===== src/rtl/core/esh_pkg.sv =====
`default_nettype none

package esh_pkg;

    // Axis configuration of the machine
    localparam int AXIS_COUNT = 3;
    localparam int ZOOM_INDEX = 2;
    localparam int AXIS_W     = 2;
    localparam int MASK_W     = 3;

    localparam int SPEED_W    = 16;
    localparam int DIST_W     = 20;
    localparam int POS_W      = 32;
    localparam int TIME_W     = 32;
    localparam int VEL_W      = SPEED_W + 1;
    localparam int CODE_W     = 3;

    localparam int CFG_IDX_W  = 3;
    localparam int CFG_DATA_W = 32;

    // Register indexes
    localparam logic [CFG_IDX_W-1:0] REG_FAST_SPEED   = 3'd0;
    localparam logic [CFG_IDX_W-1:0] REG_SLOW_SPEED   = 3'd1;
    localparam logic [CFG_IDX_W-1:0] REG_BACKOFF_DIST = 3'd2;
    localparam logic [CFG_IDX_W-1:0] REG_HOME_VALUE   = 3'd3;
    localparam logic [CFG_IDX_W-1:0] REG_TIMEOUT      = 3'd4;
    localparam logic [CFG_IDX_W-1:0] REG_ENDSTOP_MASK = 3'd5;

    // Opcodes
    localparam logic [1:0] OP_START  = 2'd0;
    localparam logic [1:0] OP_UPDATE = 2'd1;
    localparam logic [1:0] OP_STOP   = 2'd2;

    // Reported state codes
    localparam logic [CODE_W-1:0] CODE_IDLE = 3'd0;
    localparam logic [CODE_W-1:0] CODE_FAST = 3'd1;
    localparam logic [CODE_W-1:0] CODE_BACK = 3'd2;
    localparam logic [CODE_W-1:0] CODE_SLOW = 3'd3;
    localparam logic [CODE_W-1:0] CODE_DONE = 3'd4;
    localparam logic [CODE_W-1:0] CODE_ERR  = 3'd5;

    typedef enum logic [5:0] {
        MODE_IDLE = 6'b000001,
        MODE_FAST = 6'b000010,
        MODE_BACK = 6'b000100,
        MODE_SLOW = 6'b001000,
        MODE_DONE = 6'b010000,
        MODE_ERR  = 6'b100000
    } mode_t;

    typedef struct packed {
        logic [SPEED_W-1:0]       fast_speed;
        logic [SPEED_W-1:0]       slow_speed;
        logic [DIST_W-1:0]        backoff_len;
        logic signed [POS_W-1:0]  home_value;
        logic [TIME_W-1:0]        timeout_limit;
        logic [MASK_W-1:0]        endstop_mask;
    } cfg_t;

    function automatic logic [CODE_W-1:0] mode_code(input mode_t m);
        logic [CODE_W-1:0] c;
        case (m)
            MODE_IDLE: c = CODE_IDLE;
            MODE_FAST: c = CODE_FAST;
            MODE_BACK: c = CODE_BACK;
            MODE_SLOW: c = CODE_SLOW;
            MODE_DONE: c = CODE_DONE;
            MODE_ERR:  c = CODE_ERR;
            default:   c = CODE_IDLE;
        endcase
        return c;
    endfunction

endpackage

`default_nettype wire


===== src/rtl/core/esh_cfg_regs.sv =====
`default_nettype none

module esh_cfg_regs (
    input  wire logic                             clk,
    input  wire logic                             rst_n,
    input  wire logic                             cfg_wr_en,
    input  wire logic [esh_pkg::CFG_IDX_W-1:0]    cfg_index,
    input  wire logic [esh_pkg::CFG_DATA_W-1:0]   cfg_data,
    output esh_pkg::cfg_t                         cfg
);

    esh_pkg::cfg_t cfg_reg;
    esh_pkg::cfg_t cfg_next;

    always_comb
    begin
        cfg_next = cfg_reg;
        if (cfg_wr_en)
        begin
            case (cfg_index)
                esh_pkg::REG_FAST_SPEED:
                    cfg_next.fast_speed = cfg_data[esh_pkg::SPEED_W-1:0];
                esh_pkg::REG_SLOW_SPEED:
                    cfg_next.slow_speed = cfg_data[esh_pkg::SPEED_W-1:0];
                esh_pkg::REG_BACKOFF_DIST:
                    cfg_next.backoff_len = cfg_data[esh_pkg::DIST_W-1:0];
                esh_pkg::REG_HOME_VALUE:
                    cfg_next.home_value = $signed(cfg_data[esh_pkg::POS_W-1:0]);
                esh_pkg::REG_TIMEOUT:
                    cfg_next.timeout_limit = cfg_data[esh_pkg::TIME_W-1:0];
                esh_pkg::REG_ENDSTOP_MASK:
                    cfg_next.endstop_mask = cfg_data[esh_pkg::MASK_W-1:0];
                default:
                    cfg_next = cfg_reg;
            endcase
        end
    end

    always_ff @(posedge clk or negedge rst_n)
    begin
        if (!rst_n)
        begin
            cfg_reg.fast_speed       <= 16'd1000;
            cfg_reg.slow_speed       <= 16'd200;
            cfg_reg.backoff_len      <= 20'd500;
            cfg_reg.home_value       <= 32'sd0;
            cfg_reg.timeout_limit    <= 32'd30000;
            cfg_reg.endstop_mask     <= 3'd3;
        end
        else
        begin
            cfg_reg <= cfg_next;
        end
    end

    assign cfg = cfg_reg;

endmodule

`default_nettype wire


===== src/rtl/core/endstop_homing_sequencer_unit.sv =====
// Path: a transaction goes to the input register, then, once the result stage
// is free or draining, to the result register. Throughput: one transaction per
// cycle while out_ready does not stall a full result stage; each is resolved by
// a single pass of compare and add logic between the input and result registers.
// Reset (rst_n, asynchronous, active low): sequencer idle, manual mode off,
// both stages empty, configuration back to its default values.
`default_nettype none

module endstop_homing_sequencer_unit (
    input  wire logic                                 clk,
    input  wire logic                                 rst_n,
    input  wire logic                                 cfg_wr_en,
    input  wire logic [esh_pkg::CFG_IDX_W-1:0]        cfg_index,
    input  wire logic [esh_pkg::CFG_DATA_W-1:0]       cfg_data,
    input  wire logic                                 in_valid,
    output logic                                      in_ready,
    input  wire logic [1:0]                           opcode,
    input  wire logic [esh_pkg::AXIS_W-1:0]           axis_sel,
    input  wire logic [esh_pkg::TIME_W-1:0]           now_ms,
    input  wire logic                                 endstop_hit,
    input  wire logic signed [esh_pkg::POS_W-1:0]     axis_position,
    output logic                                      out_valid,
    input  wire logic                                 out_ready,
    output logic                                      ok,
    output logic [esh_pkg::CODE_W-1:0]                state_code,
    output logic                                      active,
    output logic                                      vel_valid,
    output logic signed [esh_pkg::VEL_W-1:0]          velocity_cmd,
    output logic [esh_pkg::AXIS_W-1:0]                cmd_axis,
    output logic                                      set_home,
    output logic                                      manual_mode
);

    esh_pkg::cfg_t cfg;

    // Input stage
    logic                              s1_valid_reg, s1_valid_next;
    logic [1:0]                        s1_op_reg;
    logic [esh_pkg::AXIS_W-1:0]        s1_axis_reg;
    logic [esh_pkg::TIME_W-1:0]        s1_now_reg;
    logic                              s1_hit_reg;
    logic signed [esh_pkg::POS_W-1:0]  s1_pos_reg;

    // Sequencer state
    esh_pkg::mode_t                    mode_reg, mode_next;
    logic [esh_pkg::AXIS_W-1:0]        axis_reg, axis_next;
    logic [esh_pkg::TIME_W-1:0]        start_reg, start_next;
    logic signed [esh_pkg::VEL_W-1:0]  vel_reg, vel_next;
    logic signed [esh_pkg::POS_W-1:0]  origin_reg, origin_next;
    logic                              manual_reg, manual_next;

    // Result stage
    logic                              out_valid_reg, out_valid_next;
    logic                              ok_reg, ok_next;
    logic [esh_pkg::CODE_W-1:0]        code_reg;
    logic                              active_reg;
    logic                              vv_reg, vv_next;
    logic signed [esh_pkg::VEL_W-1:0]  vcmd_reg, vcmd_next;
    logic                              sh_reg, sh_next;

    logic                              take_in;
    logic                              advance;
    logic [esh_pkg::MASK_W:0]          mask_ext;
    logic                              axis_ok;
    logic [esh_pkg::TIME_W-1:0]        elapsed;
    logic                              timed_out;
    logic signed [esh_pkg::POS_W:0]    backoff_end;
    logic                              backoff_done;

    esh_cfg_regs u_cfg (
        .clk       (clk),
        .rst_n     (rst_n),
        .cfg_wr_en (cfg_wr_en),
        .cfg_index (cfg_index),
        .cfg_data  (cfg_data),
        .cfg       (cfg)
    );

    assign advance  = s1_valid_reg && (!out_valid_reg || out_ready);
    assign in_ready = !s1_valid_reg || !out_valid_reg || out_ready;
    assign take_in  = in_valid && in_ready;

    assign s1_valid_next  = take_in ? 1'b1 : (advance ? 1'b0 : s1_valid_reg);
    assign out_valid_next = advance ? 1'b1 : (out_ready ? 1'b0 : out_valid_reg);

    // Axis qualification; axis codes past the mask read as no endstop
    assign mask_ext = {1'b0, cfg.endstop_mask};
    assign axis_ok  = ({1'b0, s1_axis_reg} < 3'(esh_pkg::AXIS_COUNT))
                   && ({1'b0, s1_axis_reg} != 3'(esh_pkg::ZOOM_INDEX))
                   && ({1'b0, s1_axis_reg} < 3'(esh_pkg::MASK_W))
                   && mask_ext[s1_axis_reg];

    assign elapsed   = s1_now_reg - start_reg;
    assign timed_out = (cfg.timeout_limit != '0) && (elapsed > cfg.timeout_limit);

    // Backoff end at 33 bits so the origin plus distance never wraps
    assign backoff_end  = {origin_reg[esh_pkg::POS_W-1], origin_reg}
                        + $signed({13'd0, cfg.backoff_len});
    assign backoff_done = $signed({s1_pos_reg[esh_pkg::POS_W-1], s1_pos_reg})
                          >= backoff_end;

    always_comb
    begin
        mode_next   = mode_reg;
        axis_next   = axis_reg;
        start_next  = start_reg;
        vel_next    = vel_reg;
        origin_next = origin_reg;
        manual_next = manual_reg;
        ok_next     = 1'b0;
        vv_next     = 1'b0;
        vcmd_next   = '0;
        sh_next     = 1'b0;

        case (s1_op_reg)
            esh_pkg::OP_START:
            begin
                if (axis_ok && mode_reg == esh_pkg::MODE_IDLE)
                begin
                    axis_next   = s1_axis_reg;
                    mode_next   = esh_pkg::MODE_FAST;
                    vel_next    = -$signed({1'b0, cfg.fast_speed});
                    start_next  = s1_now_reg;
                    manual_next = 1'b1;
                    ok_next     = 1'b1;
                end
            end
            esh_pkg::OP_UPDATE:
            begin
                if (mode_reg == esh_pkg::MODE_IDLE || mode_reg == esh_pkg::MODE_DONE)
                begin
                    ok_next = 1'b1;
                end
                else if (mode_reg == esh_pkg::MODE_ERR)
                begin
                    ok_next = 1'b0;
                end
                else if (timed_out)
                begin
                    mode_next = esh_pkg::MODE_ERR;
                end
                else if (mode_reg == esh_pkg::MODE_FAST)
                begin
                    if (s1_hit_reg)
                    begin
                        // first hit: record where it happened and reverse
                        mode_next   = esh_pkg::MODE_BACK;
                        vel_next    = $signed({1'b0, cfg.fast_speed});
                        origin_next = s1_pos_reg;
                    end
                    else
                    begin
                        vv_next   = 1'b1;
                        vcmd_next = vel_reg;
                    end
                end
                else if (mode_reg == esh_pkg::MODE_BACK)
                begin
                    if (backoff_done)
                    begin
                        mode_next = esh_pkg::MODE_SLOW;
                        vel_next  = -$signed({1'b0, cfg.slow_speed});
                    end
                    else
                    begin
                        vv_next   = 1'b1;
                        vcmd_next = vel_reg;
                    end
                end
                else
                begin
                    vv_next = 1'b1;
                    if (s1_hit_reg)
                    begin
                        sh_next     = 1'b1;
                        manual_next = 1'b0;
                        mode_next   = esh_pkg::MODE_DONE;
                        ok_next     = 1'b1;
                    end
                    else
                    begin
                        vcmd_next = vel_reg;
                    end
                end
            end
            esh_pkg::OP_STOP:
            begin
                if (mode_reg != esh_pkg::MODE_IDLE && mode_reg != esh_pkg::MODE_DONE)
                begin
                    vv_next     = 1'b1;
                    manual_next = 1'b0;
                    mode_next   = esh_pkg::MODE_IDLE;
                end
            end
            default:
            begin
                mode_next = mode_reg;
            end
        endcase
    end

    always_ff @(posedge clk or negedge rst_n)
    begin
        if (!rst_n)
        begin
            s1_valid_reg  <= 1'b0;
            out_valid_reg <= 1'b0;
            mode_reg      <= esh_pkg::MODE_IDLE;
            axis_reg      <= '0;
            start_reg     <= '0;
            vel_reg       <= '0;
            origin_reg    <= '0;
            manual_reg    <= 1'b0;
        end
        else
        begin
            s1_valid_reg  <= s1_valid_next;
            out_valid_reg <= out_valid_next;
            if (advance)
            begin
                mode_reg   <= mode_next;
                axis_reg   <= axis_next;
                start_reg  <= start_next;
                vel_reg    <= vel_next;
                origin_reg <= origin_next;
                manual_reg <= manual_next;
            end
        end
    end

    always_ff @(posedge clk)
    begin
        if (take_in)
        begin
            s1_op_reg   <= opcode;
            s1_axis_reg <= axis_sel;
            s1_now_reg  <= now_ms;
            s1_hit_reg  <= endstop_hit;
            s1_pos_reg  <= axis_position;
        end
        if (advance)
        begin
            ok_reg     <= ok_next;
            code_reg   <= esh_pkg::mode_code(mode_next);
            active_reg <= (mode_next == esh_pkg::MODE_FAST)
                       || (mode_next == esh_pkg::MODE_BACK)
                       || (mode_next == esh_pkg::MODE_SLOW);
            vv_reg     <= vv_next;
            vcmd_reg   <= vcmd_next;
            sh_reg     <= sh_next;
        end
    end

    assign out_valid    = out_valid_reg;
    assign ok           = ok_reg;
    assign state_code   = code_reg;
    assign active       = active_reg;
    assign vel_valid    = vv_reg;
    assign velocity_cmd = vcmd_reg;
    assign cmd_axis     = axis_reg;
    assign set_home     = sh_reg;
    assign manual_mode  = manual_reg;

    a_home_is_final: assert property (@(posedge clk) disable iff (!rst_n)
        (out_valid && set_home) |-> (state_code == esh_pkg::CODE_DONE && vel_valid
                                     && velocity_cmd == '0 && !manual_mode))
        else $error("set_home without completion");

    a_active_code: assert property (@(posedge clk) disable iff (!rst_n)
        out_valid |-> (active == (state_code == esh_pkg::CODE_FAST
                                  || state_code == esh_pkg::CODE_BACK
                                  || state_code == esh_pkg::CODE_SLOW)))
        else $error("active disagrees with state code");

    a_stall_only_when_full: assert property (@(posedge clk) disable iff (!rst_n)
        !in_ready |-> (s1_valid_reg && out_valid_reg && !out_ready))
        else $error("input stalled with room in the pipeline");

    a_start_sets_manual: assert property (@(posedge clk) disable iff (!rst_n)
        (advance && s1_op_reg == esh_pkg::OP_START && ok_next)
            |=> (manual_reg && mode_reg == esh_pkg::MODE_FAST))
        else $error("accepted start did not enter fast approach");

    a_state_frozen_without_advance: assert property (@(posedge clk) disable iff (!rst_n)
        !advance |=> $stable(mode_reg) && $stable(manual_reg))
        else $error("sequencer state moved without a transaction");

endmodule

`default_nettype wire


===== config.mk =====
export PLATFORM = sky130hd
export DESIGN_NAME = endstop_homing_sequencer_unit
export DESIGN_NICKNAME = d
export VERILOG_FILES = /design/src/rtl/core/esh_pkg.sv /design/src/rtl/core/esh_cfg_regs.sv /design/src/rtl/core/endstop_homing_sequencer_unit.sv
export SDC_FILE = /design/constraint.sdc
export NUM_CORES = 1
export LEC_CHECK = 0
export BUFFER_PORTS_ARGS = -buffer_cell sky130_fd_sc_hd__buf_2
export CORE_ASPECT_RATIO = 1.5
export CORE_UTILIZATION = 60
export CTS_BUF_LIST = sky130_fd_sc_hd__clkbuf_2
export DETAILED_ROUTE_END_ITERATION = 10
export GPL_TIMING_DRIVEN = 0
export MAX_ROUTING_LAYER = met4
export PLACE_DENSITY = 0.8
export SKIP_CTS_REPAIR_TIMING = 1
export SLEW_MARGIN = 25
export SYNTH_ARGS = -nofsm -noshare
export SYNTH_HDL_FRONTEND = slang
export SYNTH_SLANG_ARGS = --single-unit

===== constraint.sdc =====
create_clock -name clk -period 6.4 [get_ports clk]
set_input_delay 1.92 -clock clk [delete_from_list [all_inputs] [get_ports clk]]
set_output_delay 1.92 -clock clk [all_outputs]
set_load 0.02 [all_outputs]

==> run_results.csv <==
group,metric,value,unit
run_status,status,"complete, no violations",
power,power,5110,uW
route,routed_wl,35400,um
route,firstDrtPassIters,6,
die,die_h,197,um
route,vias,11500,
setup_path,critPathMaxStageDelay,0.73,ns
sta,fin_skew,0.0957,ns
yosys,syn_avg_cell_area,11.0,um^2
die,die_w,132,um
global_routing,grt_overflow,0,
global_routing,grt_usage,0.289,
yosys,synth_edf_count,93,
yosys,synthArstFlopShare,0.657,
yosys,ys_seq_area_frac,0.479,
route,ant_nets,0,
clock_tree,cts_sinks,271,
route,wl_per_cell,17.9,um
yosys,synth.top_cells.by_area,"dfrtp_1 (25%), edfxtp_1 (18%), ha_1 (10%), mux2_2 (9.8%), dfstp_2 (4.3%)",
clock_tree,cts_htree_levels,3,
hold_path,hold_class,"reg -> reg",
die,dieArea,0.0260,mm^2
flow_run,max-cap-violations,0,
global_routing,grt_max_degree,93,
global_routing,first_global_vias,11700,
global_routing,antenna_found_initial,1,
placement,gp_congestion,0.939,
global_routing,grt_first_pass_wirelength,56700,um
sta,finalWorstSetupSlack,0.231,ns
yosys,synth_nets,1612,
placement,dp_slack,-1.16,ns
sta,fin_crit_sh,0.964,
clock_tree,root_buffer,"clkbuf_2",
setup_path,path_cells,"inv_1 -> ha_2 -> inv_1 -> fa_1 -> a211oi_2 -> o21bai_2 -> a311oi_2 -> o21ai_2 -> a31oi_4 -> o31ai_2 -> o31ai_2 -> mux2i_1 -> nand2_1 -> ha_1 -> nand4_1 -> nor4_4 -> a31oi_2 -> a22oi_2 -> and2_4 -> a31oi_4 -> or4b_2 -> a311oi_2",
sta,hold_violations,0,
setup_path,startpoint_type,"flip-flop",
clock_tree,clkTransAtPathRegs,0.12,ns
sta,period_needed,6.17,ns
cells_and_area,layout.nets,1823,
sta,setup_tns,0,ns
cells_and_area,drive_above_1_share,0.270,
die,coreArea,0.0250,mm^2
setup_path,cp_data_arrival_time,6.84,ns
sta,slew-limit-headroom,0.484,
yosys,syn_area,0.0152,mm^2
sta,setup_viol_count_final,0,
placement,post-dp-hpwl,26900,um
cells_and_area,largest_reg_flops,86,
clock_tree,insertion_delay,0.91,ns
yosys,yosysTopAreaCell,"dfrtp_1",
route,routed_via_density,5.83,
yosys,synth_top_area_share,0.252,
yosys,synthCells,1379,
cells_and_area,syn2layout_area_growth,12.7,%
placement,port_buffers,137,
setup_path,worstPathRequired,7.07,ns
route,route.detailed.drc,0,
power,powerDensity,298,mW/mm^2
power,vdd_drop_max,173,uV
yosys,ys.flop_type,"dfrtp_1",
die,rows,71,
setup_path,path_class,"reg -> reg",
yosys,ys_seq_elements,271,
sta,tightest_slew,0.770,ns
sta,drv_slew,0,
setup_path,end_kind,"flip-flop",
clock_tree,cts_buffers,66,
yosys,synth_cell_type_count,72,
setup_path,crit_fanout,8,
clock_tree,cts_buffer_depth,3,
die,start_util,0.609,
sta,max_freq,162,MHz
power,p_leak,0.00765,uW
route,initialDrtViolationCount,463,
setup_path,cpMaxStageDelayCell,"or4b_2",
clock_tree,cts_tree,"done",
die,io_pins,138,
yosys,yosysWarningCount,0,
## through the flow
step	instances	util	hold WS, ns	area, um^2
after floorplan	1379	-	0.454	15200
after global placement	1844	0.653	0.465	16300
after detailed placement	1846	0.656	0.474	16400
after CTS	1966	0.680	0.500	17000
after global routing	1971	0.686	0.535	17100
final	1972	0.686	0.491	17100
## cell families (layout without fill, tap and decap cells)
kind of cell | Yosys count | in the layout | synth area share
fa+ha+maj | 124 | 124 | 0.103
xor+xnor | 81 | 81 | 0.0467
mux | 136 | 136 | 0.100
simple gates | 345 | 345 | 0.114
buf+inv | 126 | 389 | 0.0312
compound gates | 296 | 296 | 0.126
flops | 271 | 271 | 0.479
other cells | 0 | 2 | 0
## power breakdown
part           switching [uW]  leakage (uW)  internal, uW
sequential                192       0.00312          2100
clock                     705      0.000469           456
combinational             925       0.00405           733
## layout make-up
cell class	count	area [um^2]
diodes	2	5.00
plain buffers	35	139
clock buffers	100	500
clock inverters	20	105
fillers	1918	7830
inverters	91	342
multi-input cells	982	7580
flip-flops and latches	271	7280
well taps	328	410
repair buffers	143	773
## layout by cell type, fill, tap and decap left out, drive strengths merged, types with 34 or more instances in the layout
cell,synthesis,final
clkbuf,33,131
dfrtp,153,153
nand2,117,117
a21oi,57,57
xnor2,47,47
ha,122,122
xor2,34,34
edfxtp,93,93
nor2,59,59
inv,90,91
o21ai,92,92
mux2,132,132
buf,2,147
## final timing paths
kind / startpoint / end / slack (ns) / cells after the start
setup / recovery: s1_now_reg[0] / active / 0.23 / 22
hold / removal: s1_now_reg[31] / start_reg[31] / 0.49 / 1
setup reg to reg: s1_now_reg[0] / active / 0.23 / 22
hold reg to reg: s1_now_reg[31] / start_reg[31] / 0.49 / 1
max in group asynchronous: rst_n / origin_reg[15] / 4.35 / 2
min in group asynchronous: rst_n / start_reg[13] / 1.01 / 1
## synthesized netlist by cell type (3+ instances only)
cell,count
dfrtp_1,153
mux2_2,132
ha_1,122
nand2_1,117
edfxtp_1,93
o21ai_0,91
inv_1,90
nor2_1,59
a21oi_1,56
xnor2_1,47
xor2_1,34
clkbuf_1,33
and3_1,25
dfstp_2,25
a21o_1,24
nor3_1,23
nor4_1,21
o211ai_1,20
nand3_1,17
a211oi_1,16
nand4_1,16
nor2b_1,15
o21bai_1,14
o21a_1,11
a31oi_1,10
nand2b_1,9
o31ai_1,8
a311oi_1,7
and2_1,7
nand3b_1,5
or3_1,5
a22oi_1,4
mux2i_1,4
nor4b_1,4
o221ai_1,4
or4_1,4
a21boi_0,3
a221oi_1,3
and4_1,3
o2111ai_1,3
or2_2,3
## worst max-delay path: cells and delay by family, from the launching register on
kind | cells | cell delay [ns]
fa+ha+maj | 3 | 0.95
mux | 1 | 0.23
buf+inv | 2 | 0.15
compound gates | 11 | 2.69
flops | 1 | 0.40
simple gates | 5 | 1.49
## per-layer routing
metal | track usage | wire length, um
met1 | 0.301 | 13300
met2 | 0.506 | 18500
met3 | 0.0460 | 1530
met4 | 0.186 | 2060
met5 | - | 0
Power figures use the tool's default switching activity.
